--- src/design/gbr_pkg.sv ---
// ----------------------------------------------------------------------------
// gbr_pkg
// Shared widths, register indexes and control structs of the gesture block
// ----------------------------------------------------------------------------
`default_nettype none

package gbr_pkg;

    localparam int COUNT_WIDTH = 24;
    localparam int DELAY_W     = 24;
    localparam int STEP_W      = 16;
    localparam int REQ_W       = 2;
    localparam int BUTTON_W    = 8;
    localparam int GESTURE_W   = 4;
    localparam int CFG_INDEX_W = 2;
    localparam int CFG_DATA_W  = 24;

    // request codes
    localparam logic [REQ_W-1:0] REQ_PRESS   = 2'd0;
    localparam logic [REQ_W-1:0] REQ_RELEASE = 2'd1;
    localparam logic [REQ_W-1:0] REQ_TICK    = 2'd2;

    // configuration register indexes
    localparam logic [CFG_INDEX_W-1:0] REG_SHORT_DELAY = 2'd0;
    localparam logic [CFG_INDEX_W-1:0] REG_LONG_DELAY  = 2'd1;
    localparam logic [CFG_INDEX_W-1:0] REG_TICK_STEP   = 2'd2;

    // largest gesture code
    localparam logic [GESTURE_W-1:0] GESTURE_MAX = 4'd10;

    localparam logic [DELAY_W-1:0] SHORT_DELAY_RESET = 24'd500000;
    localparam logic [DELAY_W-1:0] LONG_DELAY_RESET  = 24'd9500000;
    localparam logic [STEP_W-1:0]  TICK_STEP_RESET   = 16'd100;

    typedef struct packed {
        logic [DELAY_W-1:0] short_delay;
        logic [DELAY_W-1:0] long_delay;
        logic [STEP_W-1:0]  tick_step;
    } cfg_t;

    typedef struct packed {
        logic                 valid;
        logic [GESTURE_W-1:0] gesture;
    } result_t;

endpackage

`default_nettype wire

--- src/design/gbr_req_if.sv ---
// ----------------------------------------------------------------------------
// gbr_req_if
// Request channel: press, release and tick words with valid/ready
// ----------------------------------------------------------------------------
`default_nettype none

interface gbr_req_if;
    logic                         valid;
    logic                         ready;
    logic [gbr_pkg::REQ_W-1:0]    req_type;
    logic [gbr_pkg::BUTTON_W-1:0] button;

    modport source (output valid, output req_type, output button, input ready);
    modport sink   (input valid, input req_type, input button, output ready);
endinterface

`default_nettype wire

--- src/design/gbr_gest_if.sv ---
// ----------------------------------------------------------------------------
// gbr_gest_if
// Result channel: gesture words with valid/ready
// ----------------------------------------------------------------------------
`default_nettype none

interface gbr_gest_if;
    logic                          valid;
    logic                          ready;
    logic [gbr_pkg::GESTURE_W-1:0] gesture;

    modport source (output valid, output gesture, input ready);
    modport sink   (input valid, input gesture, output ready);
endinterface

`default_nettype wire

--- src/design/gbr_cfg_regs.sv ---
// ----------------------------------------------------------------------------
// gbr_cfg_regs
// Write-only configuration registers: short delay, long delay, tick step
// ----------------------------------------------------------------------------
`default_nettype none

module gbr_cfg_regs (
    input  wire logic                            clk,
    input  wire logic                            rst_n,
    input  wire logic                            cfg_we,
    input  wire logic [gbr_pkg::CFG_INDEX_W-1:0] cfg_index,
    input  wire logic [gbr_pkg::CFG_DATA_W-1:0]  cfg_data,
    output gbr_pkg::cfg_t                        cfg
);
    import gbr_pkg::*;

    cfg_t cfg_reg;
    cfg_t cfg_next;

    always_comb
    begin
        cfg_next = cfg_reg;
        if (cfg_we)
        begin
            unique case (cfg_index)
                REG_SHORT_DELAY: cfg_next.short_delay = cfg_data[DELAY_W-1:0];
                REG_LONG_DELAY:  cfg_next.long_delay  = cfg_data[DELAY_W-1:0];
                REG_TICK_STEP:   cfg_next.tick_step   = cfg_data[STEP_W-1:0];
                default:         cfg_next = cfg_reg;
            endcase
        end
    end

    always_ff @(posedge clk or negedge rst_n)
    begin
        if (!rst_n)
        begin
            cfg_reg.short_delay <= SHORT_DELAY_RESET;
            cfg_reg.long_delay  <= LONG_DELAY_RESET;
            cfg_reg.tick_step   <= TICK_STEP_RESET;
        end
        else
        begin
            cfg_reg <= cfg_next;
        end
    end

    assign cfg = cfg_reg;

endmodule

`default_nettype wire

--- src/design/gbr_fsm.sv ---
// ----------------------------------------------------------------------------
// gbr_fsm
// Input register, gesture state machine with transition table and countdown
// ----------------------------------------------------------------------------
`default_nettype none

module gbr_fsm (
    input  wire logic              clk,
    input  wire logic              rst_n,
    input  wire gbr_pkg::cfg_t     cfg,
    input  wire logic              out_free,
    output gbr_pkg::result_t       res,
    gbr_req_if.sink                request
);
    import gbr_pkg::*;

    typedef enum logic [3:0] {
        ST_INV    = 4'd0,
        ST_IDLE   = 4'd1,
        ST_B0     = 4'd2,
        ST_B1     = 4'd3,
        ST_B0S    = 4'd4,
        ST_B1S    = 4'd5,
        ST_BOTH   = 4'd6,
        ST_BOTHS  = 4'd7,
        ST_B0OFF  = 4'd8,
        ST_B1OFF  = 4'd9,
        ST_B0OFF1 = 4'd10,
        ST_B1OFF0 = 4'd11
    } state_t;

    typedef logic [2:0] event_t;

    localparam event_t EV_P0    = 3'd0;
    localparam event_t EV_R0    = 3'd1;
    localparam event_t EV_P1    = 3'd2;
    localparam event_t EV_R1    = 3'd3;
    localparam event_t EV_SHORT = 3'd4;
    localparam event_t EV_LONG  = 3'd5;

    localparam logic [GESTURE_W-1:0] G_TAP0      = 4'd0;
    localparam logic [GESTURE_W-1:0] G_TAP1      = 4'd1;
    localparam logic [GESTURE_W-1:0] G_TAPBOTH   = 4'd2;
    localparam logic [GESTURE_W-1:0] G_PRESS0    = 4'd3;
    localparam logic [GESTURE_W-1:0] G_PRESS1    = 4'd4;
    localparam logic [GESTURE_W-1:0] G_PRESSBOTH = 4'd5;
    localparam logic [GESTURE_W-1:0] G_LONG0     = 4'd6;
    localparam logic [GESTURE_W-1:0] G_LONG1     = 4'd7;
    localparam logic [GESTURE_W-1:0] G_LONGBOTH  = 4'd8;
    localparam logic [GESTURE_W-1:0] G_SLIDE01   = 4'd9;
    localparam logic [GESTURE_W-1:0] G_SLIDE10   = 4'd10;

    localparam int CMP_W = (COUNT_WIDTH > DELAY_W) ? COUNT_WIDTH : DELAY_W;

    typedef struct packed {
        logic       trig;
        logic [3:0] code;
    } entry_t;

    function automatic entry_t go(state_t s);
        entry_t e;
        e.trig = 1'b0;
        e.code = s;
        return e;
    endfunction

    function automatic entry_t fire(logic [GESTURE_W-1:0] g);
        entry_t e;
        e.trig = 1'b1;
        e.code = g;
        return e;
    endfunction

    function automatic entry_t next_entry(state_t s, event_t ev);
        entry_t e;
        e = go(ST_IDLE);
        unique case (s)
            ST_IDLE:
                case (ev)
                    EV_P0:   e = go(ST_B0);
                    EV_P1:   e = go(ST_B1);
                    default: e = go(ST_IDLE);
                endcase
            ST_B0:
                case (ev)
                    EV_P0:    e = go(ST_B0);
                    EV_R0:    e = go(ST_B0OFF);
                    EV_P1:    e = go(ST_BOTH);
                    EV_R1:    e = go(ST_B0);
                    EV_SHORT: e = go(ST_B0S);
                    default:  e = go(ST_INV);
                endcase
            ST_B1:
                case (ev)
                    EV_P0:    e = go(ST_BOTH);
                    EV_R0:    e = go(ST_B1);
                    EV_P1:    e = go(ST_B1);
                    EV_R1:    e = go(ST_B1OFF);
                    EV_SHORT: e = go(ST_B1S);
                    default:  e = go(ST_INV);
                endcase
            ST_B0S:
                case (ev)
                    EV_P0:    e = go(ST_B0S);
                    EV_R0:    e = fire(G_PRESS0);
                    EV_P1:    e = go(ST_BOTH);
                    EV_R1:    e = go(ST_B0S);
                    EV_SHORT: e = go(ST_INV);
                    default:  e = fire(G_LONG0);
                endcase
            ST_B1S:
                case (ev)
                    EV_P0:    e = go(ST_BOTH);
                    EV_R0:    e = go(ST_B1S);
                    EV_P1:    e = go(ST_B1S);
                    EV_R1:    e = fire(G_PRESS1);
                    EV_SHORT: e = go(ST_INV);
                    default:  e = fire(G_LONG1);
                endcase
            ST_BOTH:
                case (ev)
                    EV_P0:    e = go(ST_BOTH);
                    EV_R0:    e = fire(G_TAPBOTH);
                    EV_P1:    e = go(ST_BOTH);
                    EV_R1:    e = fire(G_TAPBOTH);
                    EV_SHORT: e = go(ST_BOTHS);
                    default:  e = go(ST_INV);
                endcase
            ST_BOTHS:
                case (ev)
                    EV_P0:    e = go(ST_BOTHS);
                    EV_R0:    e = fire(G_PRESSBOTH);
                    EV_P1:    e = go(ST_BOTHS);
                    EV_R1:    e = fire(G_PRESSBOTH);
                    EV_SHORT: e = go(ST_INV);
                    default:  e = fire(G_LONGBOTH);
                endcase
            ST_B0OFF:
                case (ev)
                    EV_P0:    e = go(ST_B0);
                    EV_R0:    e = go(ST_B0OFF);
                    EV_P1:    e = go(ST_B0OFF1);
                    EV_R1:    e = go(ST_B0OFF);
                    EV_SHORT: e = fire(G_TAP0);
                    default:  e = go(ST_INV);
                endcase
            ST_B1OFF:
                case (ev)
                    EV_P0:    e = go(ST_B1);
                    EV_R0:    e = go(ST_B1OFF);
                    EV_P1:    e = go(ST_B1OFF0);
                    EV_R1:    e = go(ST_B1OFF);
                    EV_SHORT: e = fire(G_TAP1);
                    default:  e = go(ST_INV);
                endcase
            ST_B0OFF1:
                case (ev)
                    EV_R1:    e = fire(G_SLIDE01);
                    EV_SHORT: e = fire(G_SLIDE01);
                    EV_LONG:  e = go(ST_INV);
                    default:  e = go(ST_B0OFF1);
                endcase
            ST_B1OFF0:
                case (ev)
                    EV_R1:    e = fire(G_SLIDE10);
                    EV_SHORT: e = fire(G_SLIDE10);
                    EV_LONG:  e = go(ST_INV);
                    default:  e = go(ST_B1OFF0);
                endcase
            // invalid state: every event leads back to idle
            default: e = go(ST_IDLE);
        endcase
        return e;
    endfunction

    // delay saturated to what the counter can hold
    function automatic logic [COUNT_WIDTH-1:0] clamp_count(logic [DELAY_W-1:0] d);
        logic [CMP_W-1:0]       v;
        logic [COUNT_WIDTH-1:0] cmax;
        cmax = '1;
        v    = CMP_W'(d);
        if (v > CMP_W'(cmax))
            v = CMP_W'(cmax);
        return v[COUNT_WIDTH-1:0];
    endfunction

    logic                  item_valid_reg;
    logic [REQ_W-1:0]      req_type_reg;
    logic [BUTTON_W-1:0]   button_reg;
    state_t                state_reg;
    state_t                state_next;
    logic [COUNT_WIDTH-1:0] count_reg;
    logic [COUNT_WIDTH-1:0] count_next;
    logic                  armed_reg;
    logic                  armed_next;
    logic                  pend_long_reg;
    logic                  pend_long_next;
    logic                  advance;
    logic                  accept;

    assign advance       = item_valid_reg && out_free;
    assign request.ready = !item_valid_reg || out_free;
    assign accept        = request.valid && request.ready;

    always_comb
    begin
        logic                   do_ev;
        event_t                 ev;
        entry_t                 e;
        logic [COUNT_WIDTH-1:0] step_ext;

        state_next     = state_reg;
        count_next     = count_reg;
        armed_next     = armed_reg;
        pend_long_next = pend_long_reg;
        res.valid      = 1'b0;
        res.gesture    = '0;
        do_ev          = 1'b0;
        ev             = EV_P0;
        e              = go(ST_IDLE);
        step_ext       = COUNT_WIDTH'(cfg.tick_step);

        if (advance)
        begin
            case (req_type_reg) inside
                REQ_PRESS, REQ_RELEASE:
                begin
                    if (button_reg <= BUTTON_W'(1))
                    begin
                        do_ev = 1'b1;
                        ev    = {1'b0, button_reg[0], req_type_reg[0]};
                    end
                end
                REQ_TICK:
                begin
                    if (armed_reg)
                    begin
                        if (count_reg == '0)
                        begin
                            armed_next = 1'b0;
                            do_ev      = 1'b1;
                            ev         = pend_long_reg ? EV_LONG : EV_SHORT;
                        end
                        else if (count_reg > step_ext)
                            count_next = count_reg - step_ext;
                        else
                            count_next = '0;
                    end
                end
                default: ;
            endcase

            if (do_ev)
            begin
                e = next_entry(state_reg, ev);
                if (e.trig)
                begin
                    res.valid   = 1'b1;
                    res.gesture = e.code;
                    state_next  = ST_IDLE;
                    armed_next  = 1'b0;
                end
                else
                begin
                    state_next = state_t'(e.code);
                    // entering idle leaves the timer as it is
                    if (state_t'(e.code) != ST_IDLE)
                    begin
                        if (ev == EV_LONG)
                            armed_next = 1'b0;
                        else if (ev == EV_SHORT)
                        begin
                            count_next     = clamp_count(cfg.long_delay);
                            pend_long_next = 1'b1;
                            armed_next     = 1'b1;
                        end
                        else
                        begin
                            count_next     = clamp_count(cfg.short_delay);
                            pend_long_next = 1'b0;
                            armed_next     = 1'b1;
                        end
                    end
                end
            end
        end
    end

    always_ff @(posedge clk or negedge rst_n)
    begin
        if (!rst_n)
        begin
            item_valid_reg <= 1'b0;
            state_reg      <= ST_IDLE;
            count_reg      <= '0;
            armed_reg      <= 1'b0;
            pend_long_reg  <= 1'b0;
        end
        else
        begin
            if (accept)
                item_valid_reg <= 1'b1;
            else if (advance)
                item_valid_reg <= 1'b0;
            state_reg     <= state_next;
            count_reg     <= count_next;
            armed_reg     <= armed_next;
            pend_long_reg <= pend_long_next;
        end
    end

    always_ff @(posedge clk)
    begin
        if (accept)
        begin
            req_type_reg <= request.req_type;
            button_reg   <= request.button;
        end
    end

endmodule

`default_nettype wire

--- src/design/gbr_out_stage.sv ---
// ----------------------------------------------------------------------------
// gbr_out_stage
// Result register holding one gesture word until the sink takes it
// ----------------------------------------------------------------------------
`default_nettype none

module gbr_out_stage (
    input  wire logic             clk,
    input  wire logic             rst_n,
    input  wire gbr_pkg::result_t res,
    output logic                  out_free,
    gbr_gest_if.source            result
);
    import gbr_pkg::*;

    logic                 valid_reg;
    logic [GESTURE_W-1:0] gesture_reg;

    assign out_free = !valid_reg || result.ready;

    always_ff @(posedge clk or negedge rst_n)
    begin
        if (!rst_n)
            valid_reg <= 1'b0;
        else if (out_free)
            valid_reg <= res.valid;
    end

    always_ff @(posedge clk)
    begin
        if (out_free && res.valid)
            gesture_reg <= res.gesture;
    end

    assign result.valid   = valid_reg;
    assign result.gesture = gesture_reg;

endmodule

`default_nettype wire

--- src/design/two_button_gesture_recognizer.sv ---
// ----------------------------------------------------------------------------
// two_button_gesture_recognizer
// Tap, press, long and slide gesture recognition on two touch buttons
// ----------------------------------------------------------------------------
// One request word (press, release or tick) is taken per cycle while ready
// is high. A word is held in an input register and resolved, once the result
// register is free, by one lookup in the 12x6 transition table plus one
// countdown update, and its gesture word passes through the result register.
// That register lets a new request enter while a gesture waits; ready drops
// only when both registers are full. The user writes configuration through
// cfg_we/cfg_index/cfg_data only while idle; the block does not enforce it.
`default_nettype none

module two_button_gesture_recognizer (
    input  wire logic                            clk,
    input  wire logic                            rst_n,
    input  wire logic                            cfg_we,
    input  wire logic [gbr_pkg::CFG_INDEX_W-1:0] cfg_index,
    input  wire logic [gbr_pkg::CFG_DATA_W-1:0]  cfg_data,
    gbr_req_if.sink                              request,
    gbr_gest_if.source                           result
);
    import gbr_pkg::*;

    cfg_t    cfg;
    result_t res;
    logic    out_free;

    gbr_cfg_regs u_cfg (
        .clk       (clk),
        .rst_n     (rst_n),
        .cfg_we    (cfg_we),
        .cfg_index (cfg_index),
        .cfg_data  (cfg_data),
        .cfg       (cfg)
    );

    gbr_fsm u_fsm (
        .clk      (clk),
        .rst_n    (rst_n),
        .cfg      (cfg),
        .out_free (out_free),
        .res      (res),
        .request  (request)
    );

    gbr_out_stage u_out (
        .clk      (clk),
        .rst_n    (rst_n),
        .res      (res),
        .out_free (out_free),
        .result   (result)
    );

endmodule

`default_nettype wire

--- src/flat_wrapper.sv ---
// flat-port wrapper written by rule: the top's interface ports become plain ports
module two_button_gesture_recognizer_flat import gbr_pkg::*;
  (clk, rst_n, cfg_we, cfg_index, cfg_data, request_valid, request_req_type, request_button, request_ready, result_valid, result_gesture, result_ready);
  gbr_req_if request_i ();
  gbr_gest_if result_i ();
  input  wire logic clk;
  input  wire logic rst_n;
  input  wire logic cfg_we;
  input  wire logic [gbr_pkg::CFG_INDEX_W-1:0] cfg_index;
  input  wire logic [gbr_pkg::CFG_DATA_W-1:0] cfg_data;
  input wire logic [$bits(request_i.valid)-1:0] request_valid;
  input wire logic [$bits(request_i.req_type)-1:0] request_req_type;
  input wire logic [$bits(request_i.button)-1:0] request_button;
  output wire logic [$bits(request_i.ready)-1:0] request_ready;
  output wire logic [$bits(result_i.valid)-1:0] result_valid;
  output wire logic [$bits(result_i.gesture)-1:0] result_gesture;
  input wire logic [$bits(result_i.ready)-1:0] result_ready;
  assign request_i.valid = request_valid;
  assign request_i.req_type = request_req_type;
  assign request_i.button = request_button;
  assign request_ready = request_i.ready;
  assign result_valid = result_i.valid;
  assign result_gesture = result_i.gesture;
  assign result_i.ready = result_ready;
  two_button_gesture_recognizer u_core (.clk(clk), .rst_n(rst_n), .cfg_we(cfg_we), .cfg_index(cfg_index), .cfg_data(cfg_data), .request(request_i), .result(result_i));
endmodule
--- config.mk ---
export PLATFORM = sky130hd
export DESIGN_NAME = two_button_gesture_recognizer_flat
export DESIGN_NICKNAME = d
export VERILOG_FILES = /design/src/design/gbr_pkg.sv /design/src/design/gbr_req_if.sv /design/src/design/gbr_gest_if.sv /design/src/design/gbr_cfg_regs.sv /design/src/design/gbr_fsm.sv /design/src/design/gbr_out_stage.sv /design/src/design/two_button_gesture_recognizer.sv /design/src/flat_wrapper.sv
export SDC_FILE = /design/constraint.sdc
export NUM_CORES = 1
export LEC_CHECK = 0
export BUFFER_PORTS_ARGS = -buffer_cell sky130_fd_sc_hd__buf_4
export CAP_MARGIN = 5
export CORE_UTILIZATION = 50
export DETAILED_ROUTE_END_ITERATION = 16
export GPL_TIMING_DRIVEN = 0
export HOLD_SLACK_MARGIN = 0.03
export PLACE_DENSITY = 0.71
export SYNTH_ARGS = -nofsm -noshare
export SYNTH_HDL_FRONTEND = slang
export SYNTH_SLANG_ARGS = --single-unit
--- constraint.sdc ---
create_clock -name clk -period 2.6 [get_ports clk]
set_input_delay 0.13 -clock clk [delete_from_list [all_inputs] [get_ports clk]]
set_output_delay 0.13 -clock clk [all_outputs]
set_load 0.005 [all_outputs]
==> run_results.csv, run 1 <==
group,metric,value,unit
die,initial_core_util,0.523,
yosys,synth.net_count,689,
yosys,syn-cell-area,6700,µm²
clock_tree,cts_made_buffers,9,
placement,dp.cells,846,
critical_path,worstReg2RegStart,"u_core.u_fsm.button_reg[2]$_DFFE_PP_",
min_path,holdPathEnd,"u_core.u_out.result.valid$_DFFE_PN0P_",
clock_tree,worstSkewPairLatency,0.36,ns
sta,rsz0062_at_grt,"yes",
sta,skew,0.00944,ns
global_route,track_usage,0.258,
min_path,hp-class,"input port to flip-flop",
yosys,synth_simple_gate_area_frac,0.159,
finish,layout_common_cells,"buf_4, dfrtp_1, mux2_2",
global_route,grt_max_degree,97,
clock_tree,cts-root-buf,"clkbuf_16",
die,die_w,118,µm
finish,largest_reg_flops,64,
yosys,ys_seq_area_frac,0.425,
critical_path,cp_data_required_time,2.85,ns
clock_tree,htreeDepth,3,
finish,final_util,0.687,
critical_path,rrSetupSlack,-0.47,ns
detailed_routing,via_per_inst,6.07,
die,num_rows,41,
placement,gp_congestion,0.926,
critical_path,rr_worst_depth,10,
pwr,clkPwrFrac,0.205,
yosys,async_flop_share,0.873,
placement,io_buffers,46,
clock_tree,clkSlewWorstSetupHoldPaths,0.08,ns
finish,drive_gt1_frac,0.381,
yosys,synth_compound_area_frac,0.173,
detailed_routing,vias,5776,
pwr,vdd_drop_max,0.659,mV
min_path,min_path_cells,3,
sta,setup_viol,39,
detailed_routing,routedWlPerCell,19.0,µm
yosys,synth_edf_count,14,
die,die_area,13900,µm²
pwr,p_sw_frac,0.372,
critical_path,worstSetupStartpointType,"flip-flop",
critical_path,cp.arrival,3.33,ns
critical_path,cp_top_family,"simple AND/OR/NAND/NOR gates",
die,ios,47,
sta,final-hold-violation-count,0,
pwr,combPwrFrac,0.427,
sta,setup_slack,-0.475,ns
clock_tree,cts_tree,"built",
outcome,outcome,"complete, but fails checks",
detailed_routing,drcViolationCount,0,
sta,layout_min_cycle_time,3.07,ns
global_route,grt_pass1_vias,5722,
critical_path,max_stage_delay,0.58,ns
sta,maxSlewViolCount,0,
detailed_routing,routed_wl,18100,µm
global_route,antenna_found_initial,0,
critical_path,critPathBufInv,2,
critical_path,cp_slowest_cell,"or4_4",
yosys,synth_cells,628,
yosys,synthFlopType,"dfrtp_1",
finish,areaGrowthSynthToFinish,31.4,%
sta,max_freq,325,MHz
detailed_routing,first_pass_iters,5,
job,maxCapViolCount,0,
pwr,p_int,4210,µW
yosys,syn_avg_cell_area,10.7,µm²
outcome,violations,"negative setup slack",
die,die_y,118,µm
clock_tree,cts_buffer_depth,2,
finish,stdcell_count,951,
critical_path,crit_path_end_kind,"flip-flop",
min_path,worstHoldStart,"result_ready",
sta,worstMarginPinSlew,1.18,ns
critical_path,r2r_end,"u_core.u_fsm.pend_long_reg$_DFFE_PN0P_",
detailed_routing,drtIter0Drc,374,
finish,nNetsFinal,835,
yosys,ys_seq_elements,110,
finish,final_common_cell,"buf_4",
pwr,power.density,761,nW/µm²
detailed_routing,ant_nets,0,
clock_tree,clock_sinks,110,
yosys,synth_warnings,0,
yosys,synthAdderAreaFrac,0.0384,
placement,dp.final_hpwl,11800,µm
critical_path,cp_max_fo,5,
yosys,synthXorXnorAreaFrac,0.0131,
sta,slew_headroom,0.204,
yosys,ys_types,84,
global_route,grt_overflow,0,
pwr,p_seq_frac,0.369,
critical_path,worst-setup-path-type,"flip-flop to flip-flop",
critical_path,path_cells,"or4_4, buf_12, nor2_4, o221ai_2, a221o_2, nor3b_4, o21a_1, buf_6, o21ai_4, mux2_4",
pwr,p_switching,2490,µW
yosys,synth_largest_area_cell,"dfrtp_1",
finish,diodes,0,
sta,finalCritPeriodShare,1.18,
yosys,synth_area_leaders,"dfrtp_1, mux2_2, dfstp_2",
yosys,synth_top_family_by_area,"compound AO/OA/AOI/OAI gates",
die,core-area,12800,µm²
yosys,synthMuxAreaShare,0.149,
pwr,leakage,0.00356,µW
global_route,grt_pass1_wl,28400,µm
yosys,synth_top_area_share,0.280,
logic make-up (layout without fill, tap and decap cells):
group,after synthesis,count (layout)
buf+inv,69,219
mux,91,91
compound gates,145,145
fa+ha+maj,20,20
simple gates,183,184
xor+xnor,10,10
flops,110,110
how the worst max path moves through the flow:
stage,startpoint,endpoint,slack (ns),depth (start not counted)
2_1_floorplan,u_core.u_fsm.button_reg[2]$_DFFE_PP_,u_core.u_fsm.count_reg[14]$_DFFE_PN0P_,-0.23,9
3_3_place_gp,u_core.u_fsm.count_reg[2]$_DFFE_PN0P_,u_core.u_fsm.count_reg[14]$_DFFE_PN0P_,-0.97,9
3_5_place_dp,u_core.u_fsm.count_reg[15]$_DFFE_PN0P_,u_core.u_fsm.count_reg[9]$_DFFE_PN0P_,-0.94,11
4_1_cts,u_core.u_fsm.button_reg[2]$_DFFE_PP_,u_core.u_fsm.pend_long_reg$_DFFE_PN0P_,-0.44,9
5_1_grt,u_core.u_fsm.button_reg[2]$_DFFE_PP_,u_core.u_fsm.pend_long_reg$_DFFE_PN0P_,-0.56,10
6_report,u_core.u_fsm.button_reg[2]$_DFFE_PP_,u_core.u_fsm.pend_long_reg$_DFFE_PN0P_,-0.47,10
final cells by class:
cell class | instances | area (µm²)
well taps | 172 | 215
inverters | 45 | 171
flip-flops and latches | 110 | 2850
clock inverters | 6 | 57.6
repair buffers | 136 | 1210
fillers | 990 | 4020
plain buffers | 22 | 140
multi-input cells | 450 | 3930
clock buffers | 10 | 239
power groups by stage:
stage / Clock, µW / Combinational, µW / Sequential (µW)
2_1_floorplan: 0 / 1850 / 2350
3_3_place_gp: 0 / 2260 / 2420
3_5_place_dp: 0 / 2310 / 2440
4_1_cts: 1400 / 2600 / 2430
5_1_grt: 1460 / 3130 / 2510
6_report: 1370 / 2860 / 2470
layer usage:
layer	vias to the layer above	GRT usage	part of all wire
met4	0	0.101	0.027
met2	189	0.454	0.51
met5	-	0	0
met3	43	0.0465	0.049
li1	2637	-	-
met1	2907	0.312	0.41
stage by stage:
stage	cell area [µm²]	setup WS (ns)	hold slack, ns	power (µW)	setup TNS [ns]
6_report	8810	-0.475	0.0756	6700	-12.45
5_1_grt	8810	-0.556	0.123	7100	-16.23
4_1_cts	8380	-0.445	0.0758	6430	-11.84
3_5_place_dp	7280	-0.941	0.311	4750	-27.77
3_3_place_gp	7280	-0.969	0.309	4680	-28.77
2_1_floorplan	6720	-0.227	-0.166	4200	-4.14
cell usage after synthesis (12+ instances only):
cell type	n
dfstp_2	21
ha_1	19
mux2_2	69
a21oi_1	20
nand2_1	45
o21ai_0	22
edfxtp_1	14
o211ai_1	12
nor3_1	13
mux2i_1	21
nor2_1	34
inv_1	45
dfrtp_1	75
clkbuf_1	18
repair_timing:
action / in CTS / in global routing
hold buffers: 35 / 1
endpoints found under the setup margin: 39 / 39
buffers inserted: 27 / 24
pin swaps: 28 / 30
gates cloned: 0 / 3
resized for setup: 49 / 32
hold endpoints to repair: 72 / 24
worst min-delay path: cells and delay by family:
kind	cells	cell delay [ns]
buffers and inverters	1	0.08
AND/OR/NAND/NOR	2	0.19
(Power assumes the default switching activity.)
==> run 2, diff against run 1 <==
--- a/config.mk
+++ b/config.mk
@@ -11,7 +11,7 @@
 export DETAILED_ROUTE_END_ITERATION = 16
 export GPL_TIMING_DRIVEN = 0
 export HOLD_SLACK_MARGIN = 0.03
-export PLACE_DENSITY = 0.71
+export PLACE_DENSITY = 0.68
 export SYNTH_ARGS = -nofsm -noshare
 export SYNTH_HDL_FRONTEND = slang
 export SYNTH_SLANG_ARGS = --single-unit
==> constraint.sdc (replaced) <==
create_clock -name clk -period 3.09 [get_ports clk]
set_input_delay 0.1545 -clock clk [delete_from_list [all_inputs] [get_ports clk]]
set_output_delay 0.1545 -clock clk [all_outputs]
set_load 0.005 [all_outputs]
==> run 2 against run 1 <==
Compared with the run above:
- the run now ends clean
- global-route usage shrank 1.4 points
- cell area is 6.2% lower
- sequential cell count unchanged
- combinational power shrank 24%
- sequential share of layout area grew 2.1 points
- first-iteration DRC count down 15%
- highest routed layer unchanged
==> run_results.csv, run 2 (synthesis gave the netlist of run 1 again) <==
group,metric,value,unit
sta,setup_slack,0.00551,ns
finish,areaGrowthSynthToFinish,23.3,%
outcome,outcome,"completed",
finish,largest_reg_flops,64,
finish,layout_common_cells,"buf_4, dfrtp_1, mux2_2",
pwr,p_seq_frac,0.386,
critical_path,cp_data_required_time,3.33,ns
die,initial_core_util,0.523,
sta,finalCritPeriodShare,0.998,
sta,rsz0062_at_grt,"yes",
clock_tree,clock_sinks,110,
pwr,clkPwrFrac,0.208,
detailed_routing,via_per_inst,5.88,
critical_path,cp_max_fo,10,
detailed_routing,drcViolationCount,0,
pwr,p_int,3380,µW
detailed_routing,routedWlPerCell,18.0,µm
clock_tree,cts_tree,"built",
pwr,leakage,0.00334,µW
clock_tree,htreeDepth,3,
placement,placed_area,7260,µm²
die,die_y,118,µm
placement,dp.cells,846,
sta,final-hold-violation-count,0,
clock_tree,worstSkewPairLatency,0.36,ns
finish,nNetsFinal,792,
sta,layout_min_cycle_time,3.08,ns
finish,drive_gt1_frac,0.353,
sta,max_freq,324,MHz
global_route,grt_overflow,0,
finish,final_area,8260,µm²
sta,setup_viol,0,
placement,dp_slack,-0.488,ns
pwr,power.density,646,nW/µm²
die,ios,47,
global_route,antenna_found_initial,0,
clock_tree,cts_made_buffers,9,
detailed_routing,first_pass_iters,5,
sta,whs,0.0408,ns
die,num_rows,41,
pwr,p_switching,1950,µW
min_path,hp-class,"input port to flip-flop",
sta,worstMarginPinSlew,0.947,ns
detailed_routing,vias,5335,
sta,skew,0.00958,ns
clock_tree,cts_buffer_depth,2,
sta,maxSlewViolCount,0,
sta,slew_headroom,0.369,
global_route,grt_max_degree,97,
finish,diodes,0,
placement,dp.final_hpwl,11500,µm
die,die_area,13900,µm²
pwr,combPwrFrac,0.405,
pwr,total_power,5330,µW
pwr,p_sw_frac,0.366,
critical_path,worst-setup-path-type,"flip-flop to flip-flop",
finish,stdcell_count,908,
critical_path,worstSetupStartpointType,"flip-flop",
critical_path,cp.arrival,3.33,ns
pwr,vdd_drop_max,0.453,mV
detailed_routing,drtIter0Drc,318,
critical_path,crit_path_end_kind,"flip-flop",
global_route,grt_pass1_vias,5375,
die,core-area,12800,µm²
placement,gp_congestion,0.914,
detailed_routing,routed_wl,16400,µm
global_route,grt_pass1_wl,27000,µm
die,die_w,118,µm
detailed_routing,ant_nets,0,
placement,io_buffers,46,
clock_tree,clkSlewWorstSetupHoldPaths,0.08,ns
clock_tree,cts-root-buf,"clkbuf_16",
global_route,track_usage,0.244,
job,maxCapViolCount,0,
[run 2: cell types whose count changed in the layout (fill, tap and decap cells not counted), sizes merged]
cell / previous run / this run
dlygate4sd3: 36 / 13
buf: 104 / 85
clkinv: 4 / 3
nand4: 11 / 10
clkinvlp: 1 / 0
inv: 46 / 48
[run 2: stage by stage]
stage	setup TNS, ns	util
after floorplan	0	-
after global placement	-7.86	0.566
after detailed placement	-8.21	0.566
after CTS	0	0.614
after global routing	-1.55	0.644
final	0	0.644
[run 2: layout make-up]
| class | instances | area (µm²) |
|---|---|---|
| sequential | 110 | 2850 |
| fill | 1043 | 4560 |
| clock buffer | 10 | 229 |
| clock inverter | 6 | 53.8 |
| inverter | 45 | 169 |
| tap | 172 | 215 |
| buffer | 23 | 136 |
| multi-input combinational | 449 | 3820 |
| timing repair buffer | 93 | 788 |
[run 2: path summary, 6_finish.rpt]
kind,start,end,slack [ns],depth (start not counted)
worst max-delay path,u_core.u_fsm.button_reg[6]$_DFFE_PP_,u_core.u_fsm.pend_long_reg$_DFFE_PN0P_,0.006,9
worst min-delay path,cfg_data[6],u_core.u_cfg.cfg[46]$_DFFE_PN0P_,0.04,2
worst max register to register,u_core.u_fsm.button_reg[6]$_DFFE_PP_,u_core.u_fsm.pend_long_reg$_DFFE_PN0P_,0.006,9
worst min register to register,u_core.u_cfg.cfg[17]$_DFFE_PN0P_,u_core.u_cfg.cfg[17]$_DFFE_PN0P_,0.51,1
max in group asynchronous,rst_n,u_core.u_cfg.cfg[24]$_DFFE_PN1P_,2.16,3
min in group asynchronous,rst_n,u_core.u_fsm.state_reg[1]$_DFFE_PN0P_,0.23,2
[run 2: power groups by stage]
| stage | clock network [µW] | logic, µW | registers (µW) |
|---|---|---|---|
| after floorplan | 0 | 1550 | 1980 |
| after global placement | 0 | 1900 | 2030 |
| after detailed placement | 0 | 1940 | 2050 |
| after CTS | 1140 | 2010 | 2050 |
| after global routing | 1190 | 2380 | 2100 |
| final | 1110 | 2160 | 2060 |
[run 2: critical path: stages, from the launching register on]
cell	delay, ns
edfxtp_1	0.42
or4_4	0.60
o31a_1	0.38
mux2i_1	0.23
a221o_2	0.26
a21oi_4	0.09
and2_1	0.16
buf_6	0.14
o21ai_4	0.34
mux2_4	0.33
[run 2: what timing repair did]
action                                  4_1_cts  5_1_grt
gates resized for setup                      21       38
gates cloned                                  0        1
buffers inserted                             14       18
hold endpoints to repair                     12       21
pin swaps                                    14       24
endpoints found under the setup margin       29       30
hold buffers                                 12        1
[run 2: routing by layer]
metal  up-vias  GRT usage  routed length, µm
met5         -          0                  0
met4         0     0.0745                241
met3        21     0.0388                496
met2       104      0.410               8230
met1      2657      0.322               7390
li1       2553          -                  -
==> run 3, diff against run 2 <==
--- a/config.mk
+++ b/config.mk
@@ -5,6 +5,7 @@
 export SDC_FILE = /design/constraint.sdc
 export NUM_CORES = 1
 export LEC_CHECK = 0
+export ABC_AREA = 1
 export BUFFER_PORTS_ARGS = -buffer_cell sky130_fd_sc_hd__buf_4
 export CAP_MARGIN = 5
 export CORE_UTILIZATION = 50
==> run 3 against run 2 <==
Compared with the run above:
- sequential share of layout area up 2.0 points
- cell count up 28%
- first-iteration DRC count grew 35%
- highest routed layer unchanged
- clock skew shrank 0.0028 ns
- critical endpoint is now u_core.u_fsm.count_reg[22]$_DFFE_PN0P_
- cell area shrank 5.4%
==> run_results.csv, run 3 <==
group,metric,value,unit
clock_tree,cts_made_buffers,9,
placement,io_buffers,46,
sta,setup_tns,0,ns
clock_tree,postCtsSetupBuffers,0,
finish,areaGrowthSynthToFinish,15.9,%
yosys,ys_types,42,
clock_tree,cts_tree,"built",
critical_path,cp_top_family,"simple AND/OR/NAND/NOR gates",
finish,layout_common_cells,"nand2_1, inv_1, o21ai_0",
critical_path,path_cells,"inv_1, ha_1, inv_1, fa_1, nand3_1, nand2_1, a21oi_2, o21ai_0, nand3_1, nand2_1, nand2_1, nand4_1, o21ai_0, nand2_1, nor2_1, nand3_1, nand3_1",
critical_path,cp_slowest_cell,"dfrtp_1",
clock_tree,cts_buffer_depth,2,
yosys,synthAdderAreaFrac,0.0382,
pwr,leakage,0.00394,µW
detailed_routing,via_per_inst,5.13,
placement,gp_congestion,0.951,
critical_path,cp_max_fo,4,
die,die_w,118,µm
pwr,clkPwrFrac,0.234,
critical_path,worstSetupStartpointType,"flip-flop",
global_route,grt_pass1_vias,5645,
yosys,synthFlopType,"dfrtp_1",
pwr,p_seq_frac,0.381,
yosys,yosysMostFrequentCell,"nand2_1",
finish,final_common_cell,"nand2_1",
critical_path,critPathBufInv,2,
yosys,synth_edf_count,14,
yosys,ys_seq_elements,110,
finish,nNetsFinal,1040,
detailed_routing,ant_nets,0,
sta,final-hold-violation-count,0,
yosys,synth_warnings,0,
sta,worstMarginPinSlew,0.626,ns
critical_path,rrSetupSlack,0.28,ns
clock_tree,cts-root-buf,"clkbuf_16",
min_path,hp-class,"input port to flip-flop",
clock_tree,worstSkewPairLatency,0.37,ns
global_route,grt_pass1_wl,27800,µm
detailed_routing,vias,5956,
sta,max_freq,356,MHz
detailed_routing,drcViolationCount,0,
critical_path,cp_data_required_time,3.40,ns
yosys,syn-cell-area,6750,µm²
detailed_routing,drtIter0Drc,430,
yosys,synth_largest_area_cell,"dfrtp_1",
critical_path,cp.arrival,3.11,ns
yosys,synth.top_cells.by_count,"nand2_1, inv_1, o21ai_0",
pwr,vdd_drop_max,0.453,mV
critical_path,worst-setup-path-type,"flip-flop to flip-flop",
placement,dp.final_hpwl,12500,µm
pwr,p_sw_frac,0.392,
die,core-area,13200,µm²
clock_tree,clock_sinks,110,
pwr,total_power,5250,µW
yosys,synth_top_family_by_area,"simple AND/OR/NAND/NOR gates",
sta,setup_slack,0.283,ns
die,ios,47,
pwr,p_switching,2060,µW
sta,finalCritPeriodShare,0.908,
yosys,synthMuxAreaShare,0.0284,
yosys,ys_seq_area_frac,0.422,
detailed_routing,routedWlPerCell,14.5,µm
yosys,synth_compound_area_frac,0.100,
die,die_y,118,µm
pwr,combPwrFrac,0.386,
finish,drive_gt1_frac,0.135,
critical_path,crit_path_end_kind,"flip-flop",
yosys,synth_area_leaders,"dfrtp_1, nand2_1, dfstp_2",
finish,largest_reg_flops,64,
finish,diodes,0,
yosys,synth_top_area_share,0.278,
sta,layout_min_cycle_time,2.81,ns
sta,maxSlewViolCount,0,
clock_tree,htreeDepth,3,
job,maxCapViolCount,0,
pwr,power.density,671,nW/µm²
die,die_area,14000,µm²
sta,slew_headroom,0.583,
global_route,grt_max_degree,97,
yosys,synth.net_count,966,
critical_path,max_stage_delay,0.42,ns
pwr,p_int,3190,µW
sta,rsz0062_at_grt,"no",
detailed_routing,routed_wl,16800,µm
placement,dp_slack,0.0739,ns
global_route,antenna_found_initial,0,
clock_tree,clkSlewWorstSetupHoldPaths,0.08,ns
detailed_routing,first_pass_iters,5,
global_route,track_usage,0.251,
global_route,grt_overflow,0,
outcome,outcome,"completed",
yosys,async_flop_share,0.873,
yosys,synth_cells,905,
die,initial_core_util,0.511,
yosys,synth_simple_gate_area_frac,0.309,
die,num_rows,42,
sta,skew,0.00681,ns
yosys,syn_avg_cell_area,7.45,µm²
sta,setup_viol,0,
yosys,synthXorXnorAreaFrac,0.0182,
[run 3: worst reg2reg max path: stages, from the launching register on]
cell     delay (ns)
dfrtp_1        0.42
inv_1          0.07
ha_1           0.18
inv_1          0.06
fa_1           0.42
nand3_1        0.09
nand2_1        0.11
a21oi_2        0.25
o21ai_0        0.18
nand3_1        0.12
nand2_1        0.09
nand2_1        0.13
nand4_1        0.13
o21ai_0        0.18
nand2_1        0.06
nor2_1         0.09
nand3_1        0.07
nand3_1        0.09
[run 3: layout make-up]
| cell class | count | area, µm² |
|---|---|---|
| timing repair buffer | 63 | 533 |
| buffer | 30 | 165 |
| sequential | 110 | 2850 |
| multi-input combinational | 658 | 3350 |
| clock inverter | 7 | 78.8 |
| inverter | 107 | 402 |
| fill | 1205 | 5370 |
| clock buffer | 9 | 225 |
| tap | 176 | 220 |
[run 3: what timing repair did]
item | 4_1_cts | 5_1_grt
hold endpoints to repair | 15 | 25
hold buffers | 15 | 1
resized for setup | 0 | 7
endpoints found under the setup margin | 0 | 13
[run 3: metrics by stage]
stage,utilization,instances,hold WS [ns],instance area (µm²)
2_1_floorplan,-,905,-0.141,6750
5_1_grt,0.593,1160,0.0769,7820
6_report,0.593,1160,0.0414,7820
4_1_cts,0.589,1158,0.0433,7770
3_5_place_dp,0.554,1127,0.334,7310
3_3_place_gp,0.554,1127,0.333,7310
[run 3: final timing paths]
check,startpoint,endpoint,cells after the start
setup / recovery,u_core.u_fsm.count_reg[0]$_DFFE_PN0P_,u_core.u_fsm.count_reg[22]$_DFFE_PN0P_,17
hold / removal,cfg_data[18],u_core.u_cfg.cfg[58]$_DFFE_PN1P_,3
setup reg to reg,u_core.u_fsm.count_reg[0]$_DFFE_PN0P_,u_core.u_fsm.count_reg[22]$_DFFE_PN0P_,17
hold reg to reg,u_core.u_cfg.cfg[13]$_DFFE_PN0P_,u_core.u_cfg.cfg[13]$_DFFE_PN0P_,2
max in group asynchronous,rst_n,u_core.u_cfg.cfg[22]$_DFFE_PN1P_,3
min in group asynchronous,rst_n,u_core.u_out.result.valid$_DFFE_PN0P_,2
[run 3: layer usage]
| metal | vias up | GRT usage | wire length [µm] |
|---|---|---|---|
| met2 | 135 | 0.392 | 7730 |
| met5 | - | 0 | 0 |
| met1 | 2719 | 0.351 | 8080 |
| met4 | 0 | 0.0962 | 390 |
| met3 | 29 | 0.0391 | 624 |
| li1 | 3073 | - | - |
[run 3: logic make-up (layout without fill, tap and decap cells)]
group / count (synthesis) / after routing
flip-flops: 110 / 110
adder cells (fa/ha/maj): 20 / 20
AO/OA/AOI/OAI: 129 / 129
AND/OR/NAND/NOR: 476 / 476
multiplexers: 19 / 19
buffers and inverters: 137 / 216
XOR/XNOR: 14 / 14
[run 3: power groups by stage]
stage | registers [µW] | logic [µW] | clock network (µW)
4_1_cts | 1990 | 1990 | 1230
6_report | 2000 | 2020 | 1230
3_5_place_dp | 2020 | 1960 | 0
5_1_grt | 2040 | 2300 | 1300
3_3_place_gp | 2010 | 1950 | 0
2_1_floorplan | 1960 | 1540 | 0
